## config.mk

```make
export PLATFORM = sky130hd
export DESIGN_NAME = ordered_list_engine_unit_flat
export DESIGN_NICKNAME = d
export VERILOG_FILES = /design/src/rtl/olist_pkg.sv /design/src/rtl/olist_req_if.sv /design/src/rtl/olist_rsp_if.sv /design/src/rtl/olist_ctrl.sv /design/src/rtl/olist_dp.sv /design/src/rtl/ordered_list_engine_unit.sv /design/src/flat_wrapper.sv
export VERILOG_INCLUDE_DIRS = /design/src /design/src/rtl
export SDC_FILE = /design/constraint.sdc
export NUM_CORES = 2
export LEC_CHECK = 0
export ABC_CLOCK_PERIOD_IN_PS = 8900
export BUFFER_PORTS_ARGS = -buffer_cell sky130_fd_sc_hd__buf_4
export CAP_MARGIN = 25
export CORE_MARGIN = 2
export CORE_UTILIZATION = 55
export CTS_CLUSTER_DIAMETER = 150
export DETAILED_ROUTE_END_ITERATION = 7
export PLACE_DENSITY_LB_ADDON = 0.08
export REMOVE_ABC_BUFFERS = 1
export SETUP_SLACK_MARGIN = 0.15
export SLEW_MARGIN = 20
export SYNTH_ARGS = -nofsm -noshare
export SYNTH_HDL_FRONTEND = slang
export SYNTH_SLANG_ARGS = --single-unit
```

## constraint.sdc

```tcl
create_clock -name i_clk -period 8.9 [get_ports i_clk]
set_clock_uncertainty 0.05 [all_clocks]
set_input_delay 0.89 -clock i_clk [delete_from_list [all_inputs] [get_ports i_clk]]
set_output_delay 0.89 -clock i_clk [all_outputs]
set_load 0.1 [all_outputs]
```

## src/rtl/ordered_list_engine_unit_assert.svh

```systemverilog
// ----------------------------------------------------------------------------
// Ordered list engine assertion macros
// Clocked, reset-qualified concurrent checks used by the top-level file.
// ----------------------------------------------------------------------------
`ifndef ORDERED_LIST_ENGINE_UNIT_ASSERT_SVH
`define ORDERED_LIST_ENGINE_UNIT_ASSERT_SVH

// same-cycle implication
`define OLE_ASSERT_NOW(label, ante, cons, msg) \
    label: assert property (@(posedge i_clk) disable iff (!i_rst_n) \
        (ante) |-> (cons)) else $error(msg);

// next-cycle implication
`define OLE_ASSERT_NEXT(label, ante, cons, msg) \
    label: assert property (@(posedge i_clk) disable iff (!i_rst_n) \
        (ante) |=> (cons)) else $error(msg);

`endif

```

## src/rtl/olist_pkg.sv

```systemverilog
// ----------------------------------------------------------------------------
// Ordered list engine package
// Request/response payloads, action and status codes, controller commands.
// ----------------------------------------------------------------------------
`default_nettype none

package olist_pkg;

    localparam logic [2:0] ACT_INSERT   = 3'd0;
    localparam logic [2:0] ACT_FIND     = 3'd1;
    localparam logic [2:0] ACT_DELETE   = 3'd2;
    localparam logic [2:0] ACT_FROM_END = 3'd3;
    localparam logic [2:0] ACT_MIDDLE   = 3'd4;
    localparam logic [2:0] ACT_LENGTH   = 3'd5;

    localparam logic [1:0] ST_OK        = 2'd0;
    localparam logic [1:0] ST_NOT_FOUND = 2'd1;
    localparam logic [1:0] ST_FULL      = 2'd2;

    typedef struct packed {
        logic [2:0]         action;
        logic signed [31:0] item_value;
        logic [4:0]         position;
    } t_req;

    typedef struct packed {
        logic [1:0]         status;
        logic [3:0]         found_index;
        logic signed [31:0] read_value;
        logic [4:0]         list_length;
    } t_rsp;

    // controller -> datapath
    typedef struct packed {
        logic load;     // capture request
        logic compare;  // register per-cell match vector
        logic select;   // isolate first match
        logic commit;   // update cells, count and response register
    } t_cmd;

endpackage

`default_nettype wire

```

## src/rtl/olist_req_if.sv

```systemverilog
// ----------------------------------------------------------------------------
// Ordered list request channel
// Valid/ready channel carrying one action request.
// ----------------------------------------------------------------------------
`default_nettype none

interface olist_req_if;
    logic             valid;
    logic             ready;
    olist_pkg::t_req  payload;

    modport source (output valid, output payload, input ready);
    modport sink   (input valid, input payload, output ready);
endinterface

`default_nettype wire

```

## src/rtl/olist_rsp_if.sv

```systemverilog
// ----------------------------------------------------------------------------
// Ordered list response channel
// Valid/ready channel carrying one action result.
// ----------------------------------------------------------------------------
`default_nettype none

interface olist_rsp_if;
    logic             valid;
    logic             ready;
    olist_pkg::t_rsp  payload;

    modport source (output valid, output payload, input ready);
    modport sink   (input valid, input payload, output ready);
endinterface

`default_nettype wire

```

## src/rtl/olist_ctrl.sv

```systemverilog
// ----------------------------------------------------------------------------
// Ordered list controller
// Sequences compare, select and commit steps; owns the response valid flag.
// ----------------------------------------------------------------------------
`default_nettype none

module olist_ctrl (
    input  wire logic        i_clk,
    input  wire logic        i_rst_n,
    input  wire logic        i_in_valid,
    output logic             o_in_ready,
    output logic             o_out_valid,
    input  wire logic        i_out_ready,
    output olist_pkg::t_cmd  o_cmd
);
    import olist_pkg::*;

    typedef enum logic [1:0] {
        S_IDLE,
        S_COMPARE,
        S_SELECT,
        S_COMMIT
    } t_state;

    t_state r_state;
    logic   r_out_valid;
    logic   w_slot_free;

    // response register free, or emptied this cycle
    assign w_slot_free = !r_out_valid || i_out_ready;

    assign o_in_ready  = (r_state == S_IDLE);
    assign o_out_valid = r_out_valid;

    always_comb begin
        o_cmd         = '0;
        o_cmd.load    = i_in_valid && (r_state == S_IDLE);
        o_cmd.compare = (r_state == S_COMPARE);
        o_cmd.select  = (r_state == S_SELECT);
        o_cmd.commit  = (r_state == S_COMMIT) && w_slot_free;
    end

    always_ff @(posedge i_clk) begin
        if (!i_rst_n) begin
            r_state     <= S_IDLE;
            r_out_valid <= 1'b0;
        end else begin
            if (r_out_valid && i_out_ready) begin
                r_out_valid <= 1'b0;
            end
            unique case (r_state)
                S_IDLE: begin
                    if (i_in_valid) begin
                        r_state <= S_COMPARE;
                    end
                end
                S_COMPARE: begin
                    r_state <= S_SELECT;
                end
                S_SELECT: begin
                    r_state <= S_COMMIT;
                end
                S_COMMIT: begin
                    if (w_slot_free) begin
                        r_state     <= S_IDLE;
                        r_out_valid <= 1'b1;
                    end
                end
                default: begin
                    r_state <= S_IDLE;
                end
            endcase
        end
    end

endmodule

`default_nettype wire

```

## src/rtl/olist_dp.sv

```systemverilog
// ----------------------------------------------------------------------------
// Ordered list datapath
// Row of entry cells with parallel compare, first-match select and shift.
// ----------------------------------------------------------------------------
`default_nettype none

module olist_dp #(
    parameter int CAPACITY = 16
) (
    input  wire logic             i_clk,
    input  wire logic             i_rst_n,
    input  wire olist_pkg::t_cmd  i_cmd,
    input  wire olist_pkg::t_req  i_req,
    output olist_pkg::t_rsp       o_rsp
);
    import olist_pkg::*;

    localparam int CW = $clog2(CAPACITY + 1);   // count width
    localparam int IW = $clog2(CAPACITY);       // index width
    localparam int PW = (CW > 5) ? CW : 5;      // compare width for position vs count

    logic [31:0]         r_cell [CAPACITY];
    logic [31:0]         n_cell [CAPACITY];
    logic [CW-1:0]       r_count;
    logic [CW-1:0]       n_count;
    t_req                r_req;
    logic [CAPACITY-1:0] r_match;
    logic [CAPACITY-1:0] n_match;
    logic [CAPACITY-1:0] r_onehot;
    logic                r_hit;
    t_rsp                r_rsp;
    t_rsp                n_rsp;

    logic [IW-1:0]       w_hit_idx;
    logic [CAPACITY-1:0] w_at_or_after;
    logic [PW-1:0]       w_pos;
    logic [PW-1:0]       w_cnt;
    logic [PW-1:0]       w_ins_pos;
    logic                w_full;
    logic                w_fe_ok;
    logic [IW-1:0]       w_fe_idx;
    logic [IW-1:0]       w_mid_idx;
    logic [IW-1:0]       w_rd_idx;
    logic [31:0]         w_rd_data;

    // per-cell equality, masked to occupied cells
    always_comb begin
        for (int i = 0; i < CAPACITY; i++) begin
            n_match[i] = (CW'(i) < r_count) && (r_cell[i] == r_req.item_value);
        end
    end

    // one-hot of first match to index
    always_comb begin
        w_hit_idx = '0;
        for (int i = 0; i < CAPACITY; i++) begin
            if (r_onehot[i]) begin
                w_hit_idx = w_hit_idx | IW'(i);
            end
        end
    end

    assign w_at_or_after = ~(r_onehot - CAPACITY'(1));

    assign w_pos     = PW'(r_req.position);
    assign w_cnt     = PW'(r_count);
    assign w_ins_pos = (w_pos > w_cnt) ? w_cnt : w_pos;
    assign w_full    = (r_count == CW'(CAPACITY));
    assign w_fe_ok   = (w_pos < w_cnt);
    assign w_fe_idx  = IW'(w_cnt - PW'(1) - w_pos);
    assign w_mid_idx = IW'((r_count - CW'(1)) >> 1);
    assign w_rd_idx  = (r_req.action == ACT_FROM_END) ? w_fe_idx : w_mid_idx;
    assign w_rd_data = r_cell[w_rd_idx];

    always_comb begin
        n_cell  = r_cell;
        n_count = r_count;
        n_rsp   = '0;
        n_rsp.status = ST_OK;
        unique case (r_req.action)
            ACT_INSERT: begin
                if (w_full) begin
                    n_rsp.status = ST_FULL;
                end else begin
                    for (int i = 0; i < CAPACITY; i++) begin
                        if (PW'(i) > w_ins_pos) begin
                            n_cell[i] = r_cell[(i == 0) ? 0 : i - 1];
                        end else if (PW'(i) == w_ins_pos) begin
                            n_cell[i] = r_req.item_value;
                        end
                    end
                    n_count = r_count + CW'(1);
                end
            end
            ACT_FIND: begin
                if (r_hit) begin
                    n_rsp.found_index = 4'(w_hit_idx);
                end else begin
                    n_rsp.status = ST_NOT_FOUND;
                end
            end
            ACT_DELETE: begin
                if (r_hit) begin
                    n_rsp.found_index = 4'(w_hit_idx);
                    for (int i = 0; i < CAPACITY; i++) begin
                        if (w_at_or_after[i]) begin
                            n_cell[i] = r_cell[(i == CAPACITY - 1) ? i : i + 1];
                        end
                    end
                    n_count = r_count - CW'(1);
                end else begin
                    n_rsp.status = ST_NOT_FOUND;
                end
            end
            ACT_FROM_END: begin
                if (w_fe_ok) begin
                    n_rsp.read_value = w_rd_data;
                end else begin
                    n_rsp.status = ST_NOT_FOUND;
                end
            end
            ACT_MIDDLE: begin
                if (r_count != '0) begin
                    n_rsp.read_value = w_rd_data;
                end else begin
                    n_rsp.status = ST_NOT_FOUND;
                end
            end
            ACT_LENGTH: begin
                n_rsp.status = ST_OK;
            end
            default: begin
                n_rsp.status = ST_NOT_FOUND;
            end
        endcase
        n_rsp.list_length = 5'(n_count);
    end

    always_ff @(posedge i_clk) begin
        if (!i_rst_n) begin
            r_count <= '0;
        end else if (i_cmd.commit) begin
            r_count <= n_count;
        end
    end

    always_ff @(posedge i_clk) begin
        if (i_cmd.load) begin
            r_req <= i_req;
        end
        if (i_cmd.compare) begin
            r_match <= n_match;
        end
        if (i_cmd.select) begin
            r_onehot <= r_match & (~r_match + CAPACITY'(1));
            r_hit    <= |r_match;
        end
        if (i_cmd.commit) begin
            r_cell <= n_cell;
            r_rsp  <= n_rsp;
        end
    end

    assign o_rsp = r_rsp;

endmodule

`default_nettype wire

```

## src/rtl/ordered_list_engine_unit.sv

```systemverilog
// ----------------------------------------------------------------------------
// Ordered list engine top level
// A result becomes valid once its request has passed the compare, select and commit
// states of the controller; a new request is accepted only back in idle, so requests
// do not overlap, and commit waits while the response register is full.
// Reset: synchronous active low; clears the entry count and handshake state,
// entry cells are not cleared (only occupied cells are ever read).
// ----------------------------------------------------------------------------
`default_nettype none

`include "ordered_list_engine_unit_assert.svh"

module ordered_list_engine_unit #(
    parameter int CAPACITY = 16     // list depth, 2 to 16
) (
    input  wire logic   i_clk,
    input  wire logic   i_rst_n,
    olist_req_if.sink   i_req,
    olist_rsp_if.source o_rsp
);
    import olist_pkg::*;

    // Command bundle from controller to datapath. The controller walks:
    //   idle    - wait for a request, datapath captures it on accept
    //   compare - every cell compares against the request value in parallel
    //   select  - first occupied matching cell isolated as a one-hot
    //   commit  - cells shift (insert opens a gap, delete closes one),
    //             count updates and the response register loads
    t_cmd w_cmd;
    logic w_in_ready;
    logic w_out_valid;

    olist_ctrl u_ctrl (
        .i_clk       (i_clk),
        .i_rst_n     (i_rst_n),
        .i_in_valid  (i_req.valid),
        .o_in_ready  (w_in_ready),
        .o_out_valid (w_out_valid),
        .i_out_ready (o_rsp.ready),
        .o_cmd       (w_cmd)
    );

    // Datapath: CAPACITY entry cells plus the request and response registers.
    olist_dp #(
        .CAPACITY (CAPACITY)
    ) u_dp (
        .i_clk   (i_clk),
        .i_rst_n (i_rst_n),
        .i_cmd   (w_cmd),
        .i_req   (i_req.payload),
        .o_rsp   (o_rsp.payload)
    );

    assign i_req.ready = w_in_ready;
    assign o_rsp.valid = w_out_valid;

    // A request in flight blocks the next one until its commit.
    `OLE_ASSERT_NEXT(a_one_in_flight, i_req.valid && i_req.ready, !i_req.ready,
        "request accepted while previous request in flight")

    // Response valid only ever rises right after a commit.
    `OLE_ASSERT_NOW(a_valid_from_commit, $rose(o_rsp.valid), $past(w_cmd.commit),
        "response valid without commit")

    // Commit never overwrites a response still waiting to be taken.
    `OLE_ASSERT_NOW(a_no_overwrite, w_cmd.commit, !o_rsp.valid || o_rsp.ready,
        "commit while response pending")

    // Reported length never exceeds the list depth.
    `OLE_ASSERT_NOW(a_length_bound, o_rsp.valid, o_rsp.payload.list_length <= CAPACITY,
        "list length above capacity")

endmodule

`default_nettype wire
```

## src/flat_wrapper.sv

```systemverilog
// flat-port wrapper written by rule: the top's interface ports become plain ports
module ordered_list_engine_unit_flat import olist_pkg::*;
#(
    parameter int CAPACITY = 16                           
)
  (i_clk, i_rst_n, i_req_valid, i_req_payload, i_req_ready, o_rsp_valid, o_rsp_payload, o_rsp_ready);
  olist_req_if i_req_i ();
  olist_rsp_if o_rsp_i ();
  input  wire logic i_clk;
  input  wire logic i_rst_n;
  input wire logic [$bits(i_req_i.valid)-1:0] i_req_valid;
  input wire logic [$bits(i_req_i.payload)-1:0] i_req_payload;
  output wire logic [$bits(i_req_i.ready)-1:0] i_req_ready;
  output wire logic [$bits(o_rsp_i.valid)-1:0] o_rsp_valid;
  output wire logic [$bits(o_rsp_i.payload)-1:0] o_rsp_payload;
  input wire logic [$bits(o_rsp_i.ready)-1:0] o_rsp_ready;
  assign i_req_i.valid = i_req_valid;
  assign i_req_i.payload = i_req_payload;
  assign i_req_ready = i_req_i.ready;
  assign o_rsp_valid = o_rsp_i.valid;
  assign o_rsp_payload = o_rsp_i.payload;
  assign o_rsp_i.ready = o_rsp_ready;
  ordered_list_engine_unit #(.CAPACITY(CAPACITY)) u_core (.i_clk(i_clk), .i_rst_n(i_rst_n), .i_req(i_req_i), .o_rsp(o_rsp_i));
endmodule
```

======== Word level (Yosys, flattened, before mapping) ========
Index checks and enable logic that the tools add are counted.
cells by class
  add/subtract/negate cells ............... 5
  order comparisons ....................... 35
  eq/ne operators ......................... 75
  muxes and demuxes ....................... 87
  bitwise gates (word level) .............. 6
  reduce and logical (&&, ||, !) cells .... 47
operators with widths
  kind                   count
  $mux 32                51
  $mux 512               2
  $pmux 512 s2           1
  $eq 32x32->1           16
  $bmux 32 s4            1
  $reduce_and 6->1       14
  $pmux 32 s2            1
  $ne 2x2->1 const B     21
  $ne 3x3->1 const B     14
  $eq 4x5->1 const A     8
  $gt 4x5->1 const A     8
  $lt 4x5->1 const A     8
  $mux 4                 9
  $eq 3x5->1 const A     4
  $gt 3x5->1 const A     4
  $lt 3x5->1 const A     4
  $logic_and 1x1->1      19
  $add 16x1->16 const B  1
  $and 16x16->16         1
  $not 16->16            1
  $reduce_or 16->1       1
  $mux 5                 3
  $not 15->15            1
  $sub 15x1->15 const B  1
  37 further kinds       61
word-level totals
  register bits after elaboration ......... 636
  input bits .............................. 44
  output and inout port bits .............. 45
  logic and storage cells ................. 284

======== Longest topological paths before layout ========
  depth in word-level cells ............... 15
  gate-level depth with buffers ........... 12
  mapped depth without buffers ............ 9

======== Hierarchy ========
Synthesis repeated with hierarchy kept, for this count alone.
unflattened totals
  cells, all modules ...................... 4026
  area, all modules ....................... 41347.2 um^2
modules (own cells, without submodules)
  module      instances  cells an instance  area an instance (um^2)  sequential area each (um^2)
  olist_dp    1          4005               41147.0                  18958.2
  olist_ctrl  1          21                 200.2                    60.1

======== Worst setup path after synthesis ========
Ideal clock, no wire load.
  path kind ............................... flip-flop to flip-flop
  from .................................... register u_core.u_dp.r_count[1]
  to ...................................... register u_core.u_dp.r_cell[100] (netlist bit) (enable)
  library setup time ...................... 0.480 ns
  arrival ................................. 5.048 ns
  data required time ...................... 8.370 ns
  setup slack ............................. 3.322 ns
  cell stages (with the launch flop) ...... 11
  path buffers ............................ 3
  clock period less this slack ............ 5.578 ns
  path through ............................ dfxtp_1 clkbuf_1 inv_1 ha_1 and3_1 and3_1 a21oi_1 o32ai_1 buf_2 buf_4 a311oi_1
on the way
  cells in the longest elaborated chain, start to end .. 5
  elaborated cells on any way between the ends .. 8
  classes of those cells .................. order compare: 2; eq/ne: 4; mux: 1; reduce/logical: 1
RTL lines
  element                                   line                            source
  start: declaration                        olist_dp.sv:24                  logic [CW-1:0] r_count;
  start signal: assignment                  olist_dp.sv:143                 r_count <= n_count;
  $gt 5x5->1                                olist_dp.sv:67                  assign w_ins_pos = (w_pos > w_cnt) ? w_cnt : w_pos;
  $mux 5                                    olist_dp.sv:67
  $gt 4x5->1 or $eq 4x5->1 (tied branches)  olist_dp.sv:86, olist_dp.sv:88
  $ne 3x3->1 (no line)                      -
  $reduce_and 6->1 (no line) *              -
  end signal: assignment                    olist_dp.sv:159                 r_cell <= n_cell;
  end: declaration                          olist_dp.sv:22                  logic [31:0] r_cell [CAPACITY];
Mark *: on every way between the ends. The rest lies on a longest branch, timed or not.
A chain may end at the register's enable or synchronous reset.

======== Final worst setup path ========
  from .................................... register u_core.u_dp.r_count[2]
  to ...................................... register u_core.u_dp.r_cell[510] (netlist bit) (enable)
on the way
  cells in the longest elaborated chain, start to end .. 5
  elaborated cells on any way between the ends .. 9
  classes of those cells .................. order compare: 2; eq/ne: 4; mux: 1; reduce/logical: 2
RTL lines
  element                                        line
  $gt 5x5->1                                     olist_dp.sv:67
  $mux 5                                         olist_dp.sv:67
  $gt 1x5->1 or $logic_not 5->1 (tied branches)  olist_dp.sv:86, olist_dp.sv:88
  $ne 2x2->1 (no line)                           -
  $reduce_and 7->1 (no line) *                   -
Marked as above.

==> results.py <==
metrics = {
    "clock_network": {
        "cts-root-buf": "clkbuf_16",
        "cts-buffers-inserted": 76,
        "cts-htree-levels": 3,
        "ctsResizeCount": 0,
        "clk_pin_slew_ns": 0.06,
        "cts_tree": "yes",
        "cts_hold_buf": 0,
        "clk_latency_ns": 0.65,
        "cts_buffer_depth": 3,
        "cts_setup_buffers": 0,
        "clock_sinks": 636,
    },
    "setup_path": {
        "path_class": "reg -> reg",
        "regToRegSetupSlack_ns": 4.11,
        "crit_required_ns": 9.11,
        "crit_arrival_ns": 5.00,
        "cp-endpoint": "u_core.u_dp.r_cell[510]",
        "crit_chain": "inv_1 > ha_1 > o211ai_1 > a21o_1 > a211oi_2 > nand2_2 > a311oi_4 > buf_4",
        "critPathMaxFanout": 33,
        "start_kind": "flip-flop",
        "crit_path_end_kind": "flip-flop",
        "startpoint": "u_core.u_dp.r_count[2]",
        "reg2regPathDepth": 8,
        "r2r-end": "u_core.u_dp.r_cell[510]",
        "r2r_start": "u_core.u_dp.r_count[2]",
        "cp_slowest_cell": "dfxtp_1",
        "cpPeakStageDelay_ns": 0.81,
    },
    "timing": {
        "tightestPinTransition_ns": 1.27,
        "setup_viol": 0,
        "post-route-min-period_ns": 4.79,
        "tns_ns": 0,
        "relSlewSlack": 0.149,
        "slew_viol_final": 0,
        "timing.final.crit_share": 0.539,
        "rsz0062_at_grt": "no",
        "finalHoldViolations": 0,
        "fmax_ghz": 0.209,
    },
    "power_and_ir_drop": {
        "power_switching_uw": 6330,
        "combinationalPowerShare": 0.485,
        "power_density_nw_per_um2": 302,
        "finalPower_uw": 14200,
        "clkPwrFrac": 0.222,
        "power_frac_seq": 0.293,
        "swShare": 0.444,
        "p_leak_uw": 0.0187,
        "p_int_uw": 7910,
        "ir_drop_uv": 232,
    },
    "die": {
        "start_util": 0.556,
        "core_area_um2": 77600,
        "rows": 102,
        "boundaryPins": 89,
        "die_w_um": 284,
        "die_y_um": 284,
        "die_area_um2": 80800,
    },
    "place": {
        "port_buffers": 88,
        "hpwl_um": 116000,
        "finalWeightedCongestion": 1.03,
    },
    "synth": {
        "synth_area_per_cell_um2": 9.65,
        "netlist.area_leader.share": 0.437,
        "yosysWarnings": 0,
        "syn-cell-area_um2": 43200,
        "yosys-top-cells-count": "edfxtp_1 (628), mux2i_1 (528), nand2_1 (406), nand4_1 (389), nand3_1 (382)",
        "synth-seq-cells": 636,
        "synth_top_area_cell": "edfxtp_1",
        "async_flop_share": 0,
        "ys.flop_type": "edfxtp_1",
        "syn-instance-count": 4476,
        "synth_area_leaders": "edfxtp_1 (44%), mux2i_1 (12%), xor2_1 (5.7%)",
        "seq_area_frac_synth": 0.440,
        "synth_most_common_cell": "edfxtp_1",
        "synth_edf_count": 628,
        "yosysUniqueCellTypes": 63,
    },
    "cells_and_area": {
        "nets": 4354,
        "final_layout_size_suffix_gt1_frac": 0.0850,
        "area_delta_synth_final_pct": 9.31,
    },
    "route": {
        "vias": 39100,
        "drc": 0,
        "drt_pass1_iterations": 6,
        "viasPerCell": 7.25,
        "drtIter0Drc": 6943,
        "wl_um": 174000,
        "wl_per_cell_um": 32.3,
        "ant_nets": 0,
    },
    "worst_hold_path": {
        "holdCritPathClass": "in -> reg",
    },
    "flow_run": {
        "maxCapViolations": 0,
    },
    "global_routing": {
        "grt_pass1_vias": 36300,
        "grt_max_degree": 208,
        "grt-ovfl-total": 0,
        "antenna_found_initial": 1,
        "grt_pass1_wl_um": 252000,
        "grt_util_all_layers": 0.417,
    },
    "run_status": {
        "outcome": "completed",
    },
}
## how the worst min path moves through the flow
| stage | startpoint | cells after the start | slack (ns) | end |
|---|---|---|---|---|
| 2_1_floorplan | u_core.u_dp.r_match[0] | 0 | 0.44 | u_core.u_dp.r_onehot[0] |
| 3_3_place_gp | u_core.u_dp.r_match[7] | 1 | 0.47 | u_core.u_dp.r_onehot[7] |
| 3_5_place_dp | u_core.u_dp.r_match[0] | 0 | 0.48 | u_core.u_dp.r_onehot[0] |
| 4_1_cts | i_req_payload[29] | 1 | 0.34 | u_core.u_dp.r_req[29] |
| 5_1_grt | i_req_payload[22] | 1 | 0.35 | u_core.u_dp.r_req[22] |
| 6_report | i_req_payload[22] | 1 | 0.36 | u_core.u_dp.r_req[22] |
## placed cells by master (no fill, tap or decap), types with 10 or more instances in the layout
cell type and instances:
clkinv_1 27, ha_1 17, a31oi_1 67, buf_4 172, mux2_2 11, a21oi_1 112
o21ai_0 308, nor4_1 93, xor2_1 283, edfxtp_1 628, nor3_1 20, nor2_1 103
nand4_1 389, clkbuf_16 78, nand2_1 403, mux2i_1 517, clkbuf_1 10, a21o_1 36
inv_1 17, o21ai_1 184, and2_1 38, xnor2_1 247, clkinv_2 20, nand3_1 382
o22ai_1 32
## power by group through the flow
stage                     clock (µW)  combinational, µW  sequential (µW)
after detailed placement           0               6540             4230
after CTS                       3160               6570             4170
after global placement             0               6430             4230
after global routing            3260               7200             4190
final                           3150               6910             4180
after floorplan                    0               4850             4560
## flip-flops by register name, summed over array words and instances, names as in the netlist, 2 cells and up
register,count
u_core.u_dp.r_cell,512
u_core.u_dp.o_rsp,43
u_core.u_dp.r_req,35
u_core.u_dp.r_match,16
u_core.u_dp.r_onehot,16
u_core.u_dp.r_count,5
u_core.u_dp.w_pos,5
u_core.u_ctrl.r_state,2
## critical path: cells and delay by family (launching register included)
kind | cells | cell delay (ns)
AO/OA/AOI/OAI | 4 | 1.48
buffers and inverters | 2 | 0.85
flip-flops | 1 | 0.81
adder cells (fa/ha/maj) | 1 | 0.40
AND/OR/NAND/NOR | 1 | 0.75
## per-stage QoR
| stage | hold slack, ns | area (µm²) | setup WS, ns | utilization | instances |
|---|---|---|---|---|---|
| after floorplan | 0.439 | 41300 | -36.47 | - | 4022 |
| after global placement | 0.473 | 44500 | 3.93 | 0.574 | 5241 |
| after global routing | 0.354 | 47200 | 3.98 | 0.608 | 5395 |
| after detailed placement | 0.478 | 44600 | 4.17 | 0.575 | 5246 |
| after CTS | 0.343 | 47000 | 4.13 | 0.606 | 5387 |
| final | 0.361 | 47200 | 4.11 | 0.608 | 5396 |
## routing by layer
layer	track usage	vias up	share of wire
met4	0.170	0	0.048
met5	0	-	0
met1	0.559	19300	0.38
met2	0.624	3014	0.44
li1	-	16300	-
met3	0.131	451	0.14
## cells by family after synthesis
logic type               count (synthesis)  share of synthesized area
buffers and inverters                  477                     0.0454
AND/OR/NAND/NOR                       1481                      0.175
adder cells (fa/ha/maj)                 18                    0.00539
XOR/XNOR                               531                      0.108
AO/OA/AOI/OAI                          793                      0.101
multiplexers                           540                      0.126
flip-flops                             636                      0.440
## area by class of cell
cell class,instances,area [µm²]
multi-input combinational,3363,22700
sequential,636,19000
inverter,23,86.3
clock buffer,88,1990
clock inverter,53,424
antenna,1,2.50
tap,1040,1300
timing repair buffer,192,1680
fill,6741,30400
Note: power is estimated with default switching activity, not from simulation.
